--- src/design/bss_pkg.sv ---
`timescale 1ns / 1ps
// ----------------------------------------------------------------------------
// bss_pkg: shared types and constants of the scatter schedule
// Field widths, sequencer control word layout and the microprogram table.
// ----------------------------------------------------------------------------
package bss_pkg;

	localparam int NODE_W   = 9;
	localparam int RANK_W   = 8;
	localparam int SIZE_W   = 32;
	localparam int OFS_W    = 33;
	localparam int KIND_W   = 2;
	localparam int DIV_W    = 33;
	localparam int ITER_W   = 6;
	localparam int SHIFT_W  = 4;
	localparam int STEP_W   = 4;
	localparam int MAX_NODES = 256;

	localparam logic [KIND_W-1:0] KIND_SCATTER   = 2'd0;
	localparam logic [KIND_W-1:0] KIND_SMALL     = 2'd1;
	localparam logic [KIND_W-1:0] KIND_ALLGATHER = 2'd2;

	typedef logic [STEP_W-1:0] bss_step_t;

	typedef enum logic [2:0] {
		OP_NONE,
		OP_LOAD,
		OP_DIV_MOD,
		OP_MASK_STEP,
		OP_DIV_PIECE,
		OP_CHILD_INIT,
		OP_CHILD,
		OP_ALLGATHER
	} bss_op_t;

	typedef enum logic [2:0] {
		COND_NEVER,
		COND_ALWAYS,
		COND_NO_REQ,
		COND_DIV_BUSY,
		COND_MASK_ZERO,
		COND_SMALL
	} bss_cond_t;

	typedef struct packed {
		bss_op_t   op;
		logic      wait_out;
		bss_cond_t cond;
		bss_step_t target;
	} bss_uword_t;

	typedef struct packed {
		logic no_req;
		logic div_busy;
		logic mask_zero;
		logic small_mode;
		logic out_blocked;
	} bss_stat_t;

	typedef struct packed {
		bss_op_t op;
		logic    idle;
	} bss_ctrl_t;

	localparam bss_step_t STEP_WAIT        = 4'd0;
	localparam bss_step_t STEP_MOD_START   = 4'd1;
	localparam bss_step_t STEP_MOD_WAIT    = 4'd2;
	localparam bss_step_t STEP_PIECE_START = 4'd3;
	localparam bss_step_t STEP_PIECE_WAIT  = 4'd4;
	localparam bss_step_t STEP_CHILD_INIT  = 4'd5;
	localparam bss_step_t STEP_CHECK       = 4'd6;
	localparam bss_step_t STEP_CHILD       = 4'd7;
	localparam bss_step_t STEP_TAIL        = 4'd8;
	localparam bss_step_t STEP_ALLGATHER   = 4'd9;

	// microprogram: one control word per step
	function automatic bss_uword_t bss_rom(input bss_step_t addr);
		bss_uword_t w;
		w = '{op: OP_NONE, wait_out: 1'b0, cond: COND_NEVER, target: STEP_WAIT};
		case (addr)
			STEP_WAIT:        w = '{OP_LOAD,       1'b0, COND_NO_REQ,    STEP_WAIT};
			STEP_MOD_START:   w = '{OP_DIV_MOD,    1'b0, COND_NEVER,     STEP_WAIT};
			STEP_MOD_WAIT:    w = '{OP_MASK_STEP,  1'b0, COND_DIV_BUSY,  STEP_MOD_WAIT};
			STEP_PIECE_START: w = '{OP_DIV_PIECE,  1'b0, COND_NEVER,     STEP_WAIT};
			STEP_PIECE_WAIT:  w = '{OP_MASK_STEP,  1'b0, COND_DIV_BUSY,  STEP_PIECE_WAIT};
			STEP_CHILD_INIT:  w = '{OP_CHILD_INIT, 1'b0, COND_NEVER,     STEP_WAIT};
			STEP_CHECK:       w = '{OP_NONE,       1'b0, COND_MASK_ZERO, STEP_TAIL};
			STEP_CHILD:       w = '{OP_CHILD,      1'b1, COND_ALWAYS,    STEP_CHECK};
			STEP_TAIL:        w = '{OP_NONE,       1'b0, COND_SMALL,     STEP_WAIT};
			STEP_ALLGATHER:   w = '{OP_ALLGATHER,  1'b1, COND_ALWAYS,    STEP_WAIT};
			default:          w = '{OP_NONE,       1'b0, COND_ALWAYS,    STEP_WAIT};
		endcase
		return w;
	endfunction

endpackage

--- src/design/bss_div.sv ---
`timescale 1ns / 1ps
// ----------------------------------------------------------------------------
// bss_div: restoring divider, one quotient bit per cycle
// The caller aligns the dividend high and sets the iteration count.
// ----------------------------------------------------------------------------
module bss_div (
	input  logic                              clk,
	input  logic                              arst_n,
	input  logic                              start,
	input  logic [bss_pkg::DIV_W-1:0]         dividend,
	input  logic [bss_pkg::NODE_W-1:0]        divisor,
	input  logic [bss_pkg::ITER_W-1:0]        iters,
	output logic                              busy,
	output logic [bss_pkg::DIV_W-1:0]         quotient,
	output logic [bss_pkg::NODE_W-1:0]        remainder
);
	import bss_pkg::*;

	logic                busy_q;
	logic [ITER_W-1:0]   cnt_q;
	logic [DIV_W-1:0]    quo_q;
	logic [NODE_W-1:0]   rem_q;
	logic [NODE_W-1:0]   dvs_q;
	logic [NODE_W:0]     trial;
	logic                fits;
	logic [NODE_W:0]     diff;

	assign trial = {rem_q, quo_q[DIV_W-1]};
	assign fits  = trial >= {1'b0, dvs_q};
	assign diff  = trial - {1'b0, dvs_q};

	always_ff @(posedge clk or negedge arst_n) begin
		if (!arst_n) begin
			busy_q <= 1'b0;
			cnt_q  <= '0;
		end else if (start) begin
			busy_q <= 1'b1;
			cnt_q  <= iters;
		end else if (busy_q) begin
			cnt_q <= cnt_q - 1'b1;
			if (cnt_q == ITER_W'(1))
				busy_q <= 1'b0;
		end
	end

	always_ff @(posedge clk) begin
		if (start) begin
			quo_q <= dividend;
			rem_q <= '0;
			dvs_q <= divisor;
		end else if (busy_q) begin
			// remainder stays below the divisor, so the top trial bit drops
			rem_q <= fits ? diff[NODE_W-1:0] : trial[NODE_W-1:0];
			quo_q <= {quo_q[DIV_W-2:0], fits};
		end
	end

	assign busy      = busy_q;
	assign quotient  = quo_q;
	assign remainder = rem_q;

endmodule

--- src/design/bss_seq.sv ---
`timescale 1ns / 1ps
// ----------------------------------------------------------------------------
// bss_seq: microprogram sequencer
// Step counter, control store lookup and conditional jumps.
// ----------------------------------------------------------------------------
module bss_seq (
	input  logic                clk,
	input  logic                arst_n,
	input  bss_pkg::bss_stat_t  stat,
	output bss_pkg::bss_ctrl_t  ctrl
);
	import bss_pkg::*;

	bss_step_t  step_q;
	bss_uword_t uw;
	logic       hold;
	logic       take;

	assign uw   = bss_rom(step_q);
	assign hold = uw.wait_out && stat.out_blocked;

	always_comb begin
		case (uw.cond)
			COND_NEVER:     take = 1'b0;
			COND_ALWAYS:    take = 1'b1;
			COND_NO_REQ:    take = stat.no_req;
			COND_DIV_BUSY:  take = stat.div_busy;
			COND_MASK_ZERO: take = stat.mask_zero;
			COND_SMALL:     take = stat.small_mode;
			default:        take = 1'b0;
		endcase
	end

	always_ff @(posedge clk or negedge arst_n) begin
		if (!arst_n) begin
			step_q <= STEP_WAIT;
		end else if (!hold) begin
			step_q <= take ? uw.target : step_q + 1'b1;
		end
	end

	// a step waiting on the output register does nothing
	assign ctrl.op   = hold ? OP_NONE : uw.op;
	assign ctrl.idle = step_q == STEP_WAIT;

endmodule

--- src/design/binomial_scatter_schedule.sv ---
`timescale 1ns / 1ps
// ----------------------------------------------------------------------------
// binomial_scatter_schedule: send list for a binomial tree scatter
// Turns one scatter request into the ordered list of sends of this node.
// ----------------------------------------------------------------------------
// Usage:
//   The request channel (req_valid / req_stall) takes one scatter request;
//   the send channel (send_valid / send_stall) gives the sends it causes,
//   last_send marking the final one. A request in small mode with no child
//   gives no send at all.
//   One request is worked on at a time: req_stall is high from the transfer
//   until the sequencer returns to its wait step. Setup is a modulo pass
//   and a divide on the shared restoring divider plus three single steps;
//   then come two steps per tree level, the tail step, the allgather step
//   (skipped in small mode) and the wait step.
//   Sends wait in one output register; while send_stall is high and a send
//   waits there, the sequencer holds on the next child or allgather step.
//   The next request may be taken while the final send still waits there.
//   Reset clears the step counter, the divider and the output valid.
// ----------------------------------------------------------------------------
module binomial_scatter_schedule (
	input  logic                              clk,
	input  logic                              arst_n,
	input  logic                              req_valid,
	output logic                              req_stall,
	input  logic [bss_pkg::NODE_W-1:0]        node_count,
	input  logic [bss_pkg::RANK_W-1:0]        my_rank,
	input  logic [bss_pkg::SIZE_W-1:0]        total_bytes,
	input  logic [bss_pkg::SIZE_W-1:0]        received_size,
	input  logic                              small_message,
	output logic                              send_valid,
	input  logic                              send_stall,
	output logic [bss_pkg::KIND_W-1:0]        send_kind,
	output logic [bss_pkg::RANK_W-1:0]        dest_rank,
	output logic [bss_pkg::SIZE_W-1:0]        send_size,
	output logic [bss_pkg::OFS_W-1:0]         source_offset,
	output logic                              last_send
);
	import bss_pkg::*;

	localparam int OFF_W = SIZE_W + RANK_W;

	bss_ctrl_t ctrl;
	bss_stat_t stat;

	logic                req_fire;
	logic [NODE_W-1:0]   nodes_q;
	logic [RANK_W-1:0]   rank_q;
	logic [SIZE_W-1:0]   total_q;
	logic [SIZE_W-1:0]   recv_q;
	logic                small_q;
	logic [NODE_W-1:0]   mask_q;
	logic [SHIFT_W-1:0]  k_q;
	logic [SIZE_W-1:0]   piece_q;
	logic [SIZE_W-1:0]   cur_q;
	logic [RANK_W-1:0]   ag_dest_q;
	logic [NODE_W-1:0]   nodes_in;

	logic                div_start;
	logic [DIV_W-1:0]    div_dividend;
	logic [ITER_W-1:0]   div_iters;
	logic                div_busy;
	logic [DIV_W-1:0]    div_quo;
	logic [NODE_W-1:0]   div_rem;

	logic [OFF_W-1:0]    off;
	logic                cur_gt;
	logic [SIZE_W-1:0]   sz;
	logic                child_ok;
	logic                emit;
	logic                load_out;

	logic                send_valid_q;
	logic [KIND_W-1:0]   kind_q;
	logic [RANK_W-1:0]   dest_q;
	logic [SIZE_W-1:0]   size_q;
	logic [OFS_W-1:0]    ofs_q;
	logic                last_q;

	bss_seq u_seq (
		.clk    (clk),
		.arst_n (arst_n),
		.stat   (stat),
		.ctrl   (ctrl)
	);

	assign req_stall = !ctrl.idle;
	assign req_fire  = req_valid && !req_stall;

	assign stat.no_req      = !req_valid;
	assign stat.div_busy    = div_busy;
	assign stat.mask_zero   = mask_q == '0;
	assign stat.small_mode  = small_q;
	assign stat.out_blocked = send_valid_q && send_stall;

	// zero nodes counts as one, too many saturates
	always_comb begin
		if (node_count == '0)
			nodes_in = NODE_W'(1);
		else if (node_count > NODE_W'(MAX_NODES))
			nodes_in = NODE_W'(MAX_NODES);
		else
			nodes_in = node_count;
	end

	// ring neighbor first (short pass), then ceil(total / nodes)
	assign div_start = (ctrl.op == OP_DIV_MOD) || (ctrl.op == OP_DIV_PIECE);
	always_comb begin
		if (ctrl.op == OP_DIV_MOD) begin
			div_dividend = {{1'b0, rank_q} + NODE_W'(1), {(DIV_W-NODE_W){1'b0}}};
			div_iters    = ITER_W'(NODE_W);
		end else begin
			div_dividend = {1'b0, total_q} + DIV_W'(nodes_q) - DIV_W'(1);
			div_iters    = ITER_W'(DIV_W);
		end
	end

	bss_div u_div (
		.clk       (clk),
		.arst_n    (arst_n),
		.start     (div_start),
		.dividend  (div_dividend),
		.divisor   (nodes_q),
		.iters     (div_iters),
		.busy      (div_busy),
		.quotient  (div_quo),
		.remainder (div_rem)
	);

	// child at rank + mask gets the tail beyond mask * piece
	assign off      = {{RANK_W{1'b0}}, piece_q} << k_q[2:0];
	assign cur_gt   = {{RANK_W{1'b0}}, cur_q} > off;
	assign sz       = cur_gt ? cur_q - off[SIZE_W-1:0] : '0;
	assign child_ok = ({2'b0, rank_q} + {1'b0, mask_q}) < {1'b0, nodes_q};
	assign emit     = child_ok && (small_q || cur_gt);
	assign load_out = (ctrl.op == OP_ALLGATHER) || ((ctrl.op == OP_CHILD) && emit);

	always_ff @(posedge clk) begin
		if (req_fire) begin
			nodes_q <= nodes_in;
			rank_q  <= my_rank;
			total_q <= total_bytes;
			recv_q  <= received_size;
			small_q <= small_message;
		end
		case (ctrl.op)
			OP_DIV_MOD: begin
				mask_q <= NODE_W'(1);
				k_q    <= '0;
			end
			OP_MASK_STEP: begin
				if (((mask_q & {1'b0, rank_q}) == '0) && (mask_q < nodes_q)) begin
					mask_q <= mask_q << 1;
					k_q    <= k_q + 1'b1;
				end
			end
			OP_DIV_PIECE: begin
				ag_dest_q <= div_rem[RANK_W-1:0];
			end
			OP_CHILD_INIT: begin
				piece_q <= div_quo[SIZE_W-1:0];
				cur_q   <= recv_q;
				mask_q  <= mask_q >> 1;
				k_q     <= k_q - 1'b1;
			end
			OP_CHILD: begin
				if (child_ok && !small_q)
					cur_q <= cur_q - sz;
				mask_q <= mask_q >> 1;
				k_q    <= k_q - 1'b1;
			end
			default: begin
			end
		endcase
	end

	always_ff @(posedge clk or negedge arst_n) begin
		if (!arst_n) begin
			send_valid_q <= 1'b0;
		end else if (load_out) begin
			send_valid_q <= 1'b1;
		end else if (!send_stall) begin
			send_valid_q <= 1'b0;
		end
	end

	always_ff @(posedge clk) begin
		if (load_out) begin
			if (ctrl.op == OP_ALLGATHER) begin
				kind_q <= KIND_ALLGATHER;
				dest_q <= ag_dest_q;
				size_q <= (piece_q < recv_q) ? piece_q : recv_q;
				ofs_q  <= '0;
				last_q <= 1'b1;
			end else if (small_q) begin
				kind_q <= KIND_SMALL;
				dest_q <= rank_q + mask_q[RANK_W-1:0];
				size_q <= recv_q;
				ofs_q  <= '0;
				// the child at distance one exists whenever any child does
				last_q <= mask_q == NODE_W'(1);
			end else begin
				kind_q <= KIND_SCATTER;
				dest_q <= rank_q + mask_q[RANK_W-1:0];
				size_q <= sz;
				ofs_q  <= off[OFS_W-1:0];
				last_q <= 1'b0;
			end
		end
	end

	assign send_valid    = send_valid_q;
	assign send_kind     = kind_q;
	assign dest_rank     = dest_q;
	assign send_size     = size_q;
	assign source_offset = ofs_q;
	assign last_send     = last_q;

`ifndef SYNTHESIS
	a_mask_onehot: assert property (@(posedge clk) disable iff (!arst_n)
		(ctrl.op == OP_CHILD) |-> $onehot(mask_q))
		else $error("tree mask is not a single bit");

	a_no_overwrite: assert property (@(posedge clk) disable iff (!arst_n)
		load_out |-> !(send_valid_q && send_stall))
		else $error("send register overwritten while stalled");

	a_ring_dest: assert property (@(posedge clk) disable iff (!arst_n)
		(ctrl.op == OP_ALLGATHER) |-> ({1'b0, ag_dest_q} < nodes_q))
		else $error("allgather destination outside the ring");

	a_small_offset: assert property (@(posedge clk) disable iff (!arst_n)
		(send_valid_q && (kind_q == KIND_SMALL || kind_q == KIND_ALLGATHER))
			|-> (ofs_q == '0))
		else $error("nonzero offset on a whole-chunk send");

	a_idle_div: assert property (@(posedge clk) disable iff (!arst_n)
		req_fire |-> !div_busy)
		else $error("request taken while the divider is running");
`endif

endmodule

--- config.mk ---
export PLATFORM = sky130hd
export DESIGN_NAME = binomial_scatter_schedule
export DESIGN_NICKNAME = d
export VERILOG_FILES = /design/src/design/bss_pkg.sv /design/src/design/bss_div.sv /design/src/design/bss_seq.sv /design/src/design/binomial_scatter_schedule.sv
export SDC_FILE = /design/constraint.sdc
export NUM_CORES = 1
export LEC_CHECK = 0
export ABC_AREA = 1
export BUFFER_PORTS_ARGS = -buffer_cell sky130_fd_sc_hd__clkbuf_2
export CAP_MARGIN = 20
export CORE_MARGIN = 3
export CORE_UTILIZATION = 30
export DETAILED_ROUTE_END_ITERATION = 8
export SLEW_MARGIN = 40
export SYNTH_ARGS = -nofsm -noshare
export SYNTH_HDL_FRONTEND = slang
export SYNTH_HIERARCHICAL = 1
export SYNTH_SLANG_ARGS = --single-unit
--- constraint.sdc ---
create_clock -name clk -period 7.1 [get_ports clk]
set_input_delay 0 -clock clk [delete_from_list [all_inputs] [get_ports clk]]
set_output_delay 0 -clock clk [all_outputs]
set_load 0.05 [all_outputs]
# Word level (Yosys, flattened, before mapping)
# Memory sizes are Yosys's and may differ from the RTL's.
# Cells that the tools add are included.
# W data, S select, Z words.
[op_classes]
addsub = 12
n_shift = 1
reduce_logical = 25
mux = 29
magnitude_cmp = 6
eq_ne = 16
n_bitwise = 1
[ops]
columns = ["operator", "count"]
rows = [
  ["$mux W32", 5],
  ["$mux W33", 3],
  ["$pmux W32 S2", 1],
  ["$sub A32 B32 Y32", 2],
  ["$gt A32 B40 Y1", 1],
  ["$shl A32 B3 Y40", 1],
  ["$add A32 B9 Y33", 1],
  ["$sub A33 B1 Y33 const B", 1],
  ["$lt A32 B32 Y1", 1],
  ["$logic_not A9 Y1", 3],
  ["$mux W9", 3],
  ["$pmux W9 S3", 1],
  ["$eq A3 B3 Y1 const B", 6],
  ["$mux W6", 3],
  ["$eq A3 B2 Y1 const B", 4],
  ["$pmux W4 S3", 1],
  ["$add A8 B9 Y10", 1],
  ["$ge A10 B9 Y1", 1],
  ["$lt A10 B9 Y1", 1],
  ["$add A8 B1 Y9 const B", 1],
  ["$and A9 B8 Y9", 1],
  ["$eq A9 B1 Y1 const B", 1],
  ["$gt A9 B9 Y1 const B", 1],
  ["$lt A9 B9 Y1", 1],
  ["other kinds (22)", 45],
]
[word_totals]
out_inout_bits = 78
inputBits = 86
mem_bits_ro = 160
ff_bits = 306
word_cells = 114
n_memories = 1
[mem_list]
columns = ["name", "words", "word_bits", "rd", "rd_ports_with_merged_regs", "wr", "line_no", "rtl"]
rows = [
  ["(no name shown)", 16, 10, 1, 0, 0, "bss_pkg.sv:80", "case (addr)"],
]

# Longest topological paths before layout
[depth]
ltp_word = 7
depth_mapped = 41

# By module
# The synthesis kept the hierarchy.
[by_module_without_submodules]
columns = ["module", "cells_each", "instances", "area_per_inst_um2"]
rows = [
  ["binomial_scatter_schedule", 2082, 1, 17226.5],
  ["bss_div", 358, 1, 3004.1],
  ["bss_seq", 82, 1, 584.3],
]

# Worst setup path after synthesis
# OpenSTA, ideal clock, no wires.
[synth_timing]
path_kind = "register to register"
startpoint = "register k_q[0]"
endpoint = "register dest_q[0], in the netlist dest_rank[0], enable pin"
setup_slack_ns = 1.999
required_time_ns = 6.331
path_stages_with_launch = 22
arrival_time_ns = 4.333
synth_period_minus_slack_ns = 5.101
n_path_buf = 4
path_cell_list = "edfxtp_1 > buf_4 > clkbuf_1 > clkbuf_1 > nand2_1 > nand3_1 > o21ai_0 > or2_2 > ha_1 > inv_1 > nand2_1 > nand3_1 > nand2_1 > nand2_1 > nand3_2 > nand2_1 > nand2_1 > nand2_1 > inv_1 > buf_2 > o211ai_1 > nand2_1"
[synth_between]
elab_chain_cells = 6
[synth_lines]
columns = ["item", "line_no", "rtl"]
rows = [
  ["start, declared", "binomial_scatter_schedule.sv:53", "logic [SHIFT_W-1:0] k_q;"],
  ["start signal, assigned", "binomial_scatter_schedule.sv:154", "k_q <= k_q + 1'b1;"],
  ["start signal, assigned", "binomial_scatter_schedule.sv:164", "k_q <= k_q - 1'b1;"],
  ["start signal, assigned", "binomial_scatter_schedule.sv:170", "k_q <= k_q - 1'b1;"],
  ["$shl A32 B3 Y40", "binomial_scatter_schedule.sv:131", "assign off = {{RANK_W{1'b0}}, piece_q} << k_q[2:0];"],
  ["$gt A32 B40 Y1", "binomial_scatter_schedule.sv:132", "assign cur_gt = {{RANK_W{1'b0}}, cur_q} > off;"],
  ["$logic_or A1 B1 Y1", "binomial_scatter_schedule.sv:135", "assign emit = child_ok && (small_q || cur_gt);"],
  ["$logic_and A1 B1 Y1", "binomial_scatter_schedule.sv:135", ""],
  ["$logic_and A1 B1 Y1", "binomial_scatter_schedule.sv:136", "assign load_out = (ctrl.op == OP_ALLGATHER) || ((ctrl.op == OP_CHILD) && emit);"],
  ["$logic_or A1 B1 Y1", "binomial_scatter_schedule.sv:136", ""],
  ["named net load_out", "binomial_scatter_schedule.sv:71", "logic load_out;"],
  ["end signal, assigned", "binomial_scatter_schedule.sv:191", "dest_q <= ag_dest_q;"],
  ["end signal, assigned", "binomial_scatter_schedule.sv:197", "dest_q <= rank_q + mask_q[RANK_W-1:0];"],
  ["end signal, assigned", "binomial_scatter_schedule.sv:204", "dest_q <= rank_q + mask_q[RANK_W-1:0];"],
  ["end, declared", "binomial_scatter_schedule.sv:75", "logic [RANK_W-1:0] dest_q;"],
]
# The timed path passes the listed nets, and every way through them passes these cells.
# A chain may end at the register's enable or synchronous reset.

# Worst setup path in the final report
[layout_timing]
startpoint = "register k_q[1]"
endpoint = "register cur_q[22], data pin"
[layout_between]
elab_chain_cells = 6
elab_cells_between_ends = 7
[layout_lines]
columns = ["item", "line_no", "rtl"]
rows = [
  ["$shl A32 B3 Y40 *", "binomial_scatter_schedule.sv:131", ""],
  ["$sub A32 B32 Y32 or $gt A32 B40 Y1 (tied branches)", "binomial_scatter_schedule.sv:133, binomial_scatter_schedule.sv:132", ""],
  ["$mux W32 *", "binomial_scatter_schedule.sv:133", "assign sz = cur_gt ? cur_q - off[SIZE_W-1:0] : '0;"],
  ["$sub A32 B32 Y32 *", "binomial_scatter_schedule.sv:168", "cur_q <= cur_q - sz;"],
  ["$mux W32 *", "binomial_scatter_schedule.sv:167", "if (child_ok && !small_q)"],
  ["$pmux W32 S2 *", "binomial_scatter_schedule.sv:146", "case (ctrl.op)"],
  ["end signal, assigned", "binomial_scatter_schedule.sv:162", "cur_q <= recv_q;"],
  ["end signal, assigned", "binomial_scatter_schedule.sv:168", ""],
  ["end, declared", "binomial_scatter_schedule.sv:55", "logic [SIZE_W-1:0] cur_q;"],
]
# Mark *: on every way between the ends. The rest lies on a longest branch, timed or not. The select of a mux whose other input is x is not followed.

==> impl_metrics.yaml <==
status:
  status: "complete, no violations"
sta:
  finalHoldViolations: 0
  final.setup_skew_ns: 0.0292
  timing.final.ws_setup_ns: 0.940
  worst_pin_slew_ns: 0.844
  drv_slew: 0
  setup_viol: 0
  fin_crit_sh: 0.868
  finalSetupTns_ns: 0
  clock.fmax_mhz: 162
  max_slew_margin: 0.437
  rsz0062_at_grt: "false"
  finalCriticalPeriod_ns: 6.16
final_layout:
  area_growth_pct: 20.1
  nets: 3049
  final_core_util: 0.368
  num_antenna_cells: 0
  drive_gt1_frac: 0.114
worst_setup_path:
  crit_type: "reg -> reg"
  crit_slowest_cell: "inv_2"
  worstPathArrival_ns: 6.46
  crit_required_ns: 7.40
  r2r-end: "cur_q[22]"
  start_kind: "flop"
  cp_common_cell: "nand2_1"
  cp-end-kind: "flop"
  reg2reg_slack_ns: 0.94
  cp_max_fo: 37
  r2r_cells: 32
  r2r_start: "k_q[1]"
  critical-path-max-stage-delay_ns: 0.53
placed_design:
  place_ws_ns: 1.00
  dpl.hpwl_um: 50200
  gp_congestion: 0.998
  portBuffers: 163
synth:
  synth_top_area_frac: 0.410
  netlist.top_cell.by_area: "edfxtp_1"
  synth.cell_area_mm2: 0.0208
  synthFlopType: "edfxtp_1"
  netlist_top_cells_area: "edfxtp_1 41%, nand2_1 11%, ha_1 11%"
  synthArstFlopShare: 0.0393
  avgSynthCellArea_um2: 8.25
  synth_edf_count: 284
  netlist_instances: 2522
  ys_seq_elements: 305
  yosysSeqAreaShare: 0.433
  yosysUniqueCellTypes: 53
  yosys_warnings: 6
floorplanning:
  die_area_mm2: 0.0726
  rows: 95
  dieHeight_um: 269
  io_pins: 164
  core_area_mm2: 0.0680
  start_util: 0.306
  fp.dieW_um: 269
clock_tree:
  htree_levels: 2
  clockBufferDepth: 3
  cts-buffers-inserted: 41
  cts_sinks: 305
  root_buffer: "clkbuf_16"
  post_cts_resized: 0
  clk_pin_slew_ns: 0.06
  cts_tree: "done"
  clk_latency_ns: 0.58
routing:
  drt-total-wl_um: 64700
  viasPerCell: 4.88
  wl_per_cell_um: 17.3
  via_count: 18200
  drc: 0
  ant_nets: 0
  first_pass_iters: 8
  drt_iter0_drc: 1412
min_path:
  hp-class: "in -> reg"
  holdPathEnd: "total_q[4]"
  hold_depth: 2
  hp-start: "total_bytes[4]"
grt:
  grt_pass1_wl_um: 99800
  antenna_found_initial: 0
  grt_pass1_vias: 17300
  overflow: 0
  grt_max_degree: 64
  groute.usage.overall: 0.174
run:
  maxCapViolCount: 0
[what timing repair did]
action / CTS / global route
hold buffers: 92 / 0
endpoints found under the hold margin: 120 / 0
buffers inserted: 0 / 0
endpoints found under the setup margin: 0 / 0
[logic make-up after synthesis]
family | after synthesis | synth area share
buffers and inverters | 410 | 0.0768
muxes | 12 | 0.00577
other | 2 | 0.000361
adders and majority gates | 183 | 0.112
DFF | 305 | 0.433
xor gates and xnor gates | 46 | 0.0194
and+or+nand+nor | 1032 | 0.210
AOI/OAI and AO/OA | 532 | 0.143
[cells in the mapped netlist, types with 8 or more instances]
cell,instances
inv_1,338
dfxtp_1,9
xor2_1,28
o21ai_1,14
xnor2_1,18
clkbuf_1,43
edfxtp_1,284
mux2i_1,12
ha_1,177
o22ai_1,9
o21bai_1,8
o211ai_1,13
o21ai_0,205
a21oi_1,202
nor3_1,26
nand3_1,121
nand2_2,14
dfrtp_1,12
o221ai_1,30
nor2_1,169
or2_2,19
a31oi_1,15
nand4_1,16
nand2_1,622
buf_1,8
nor4_1,13
[how the worst max path moves through the flow]
stage / startpoint / end / cells past startpoint
after global placement: k_q[1] / cur_q[22] / 32
after floorplan: k_q[0] / dest_rank[0] / 21
after global routing: k_q[0] / cur_q[28] / 37
final: k_q[1] / cur_q[22] / 32
after CTS: k_q[1] / cur_q[22] / 32
after detailed placement: k_q[1] / cur_q[28] / 34
[metal layers]
layer  global-route usage  share of wire  vias to the layer above
met5                    0              0                        -
met3               0.0284          0.076                       79
li1                     -              -                     9156
met1                0.253           0.47                     8343
met2                0.267           0.43                      647
met4               0.0472          0.025                        0
[worst max-delay path: cells and delay by family, from the launching register on]
| kind | cells | cell delay (ns) |
|---|---|---|
| simple gates | 19 | 2.27 |
| buf+inv | 5 | 1.26 |
| compound gates | 6 | 1.17 |
| fa+ha+maj | 2 | 0.74 |
| flops | 1 | 0.40 |
[through the flow]
stage	hold WS, ns	cell area (µm²)	std cells
after global routing	0.110	25000	3734
after global placement	-0.0797	22700	3566
final	0.130	25000	3734
after detailed placement	-0.0793	22700	3566
after floorplan	-0.296	20800	2524
after CTS	0.0888	25000	3734
[sequential cells by signal, summed over array words and instances, names as in the netlist, 2 cells and up, named ones only]
register	cells
dest_rank	8
u_div/remainder	9
total_q	32
send_kind	2
recv_q	32
source_offset	33
ag_dest_q	8
send_size	32
mask_q	9
cur_q	31
k_q	3
nodes_q	9
u_div/quotient	33
piece_q	32
u_div/dvs_q	9
rank_q	8
u_seq/step_q	4
u_div/cnt_q	6
[cell usage in the layout, fill, tap and decap left out, drive strengths merged, types with 8 or more instances in the layout]
cell	instances
a21oi	202
a31oi	15
buf	21
clkbuf	205
clkinv	20
dfrtp	12
dfxtp	9
dlygate4sd3	92
edfxtp	284
ha	177
inv	349
mux2i	12
nand2	639
nand3	128
nand4	17
nor2	178
nor3	28
nor4	13
o211ai	14
o21ai	219
o21bai	8
o221ai	30
o22ai	9
or2	19
xnor2	18
xor2	28
[layout make-up]
type	instances	area, µm²
fill	7047	43000
inverter	347	1320
tap	921	1150
clock buffer	42	1030
clock inverter	34	355
timing repair buffer	276	1900
multi-input combinational	1809	10200
sequential	305	9010
Power is left out: the tool's default activity adds up to more than one toggle a clock period on the data nets, which glitch-free logic cannot reach.
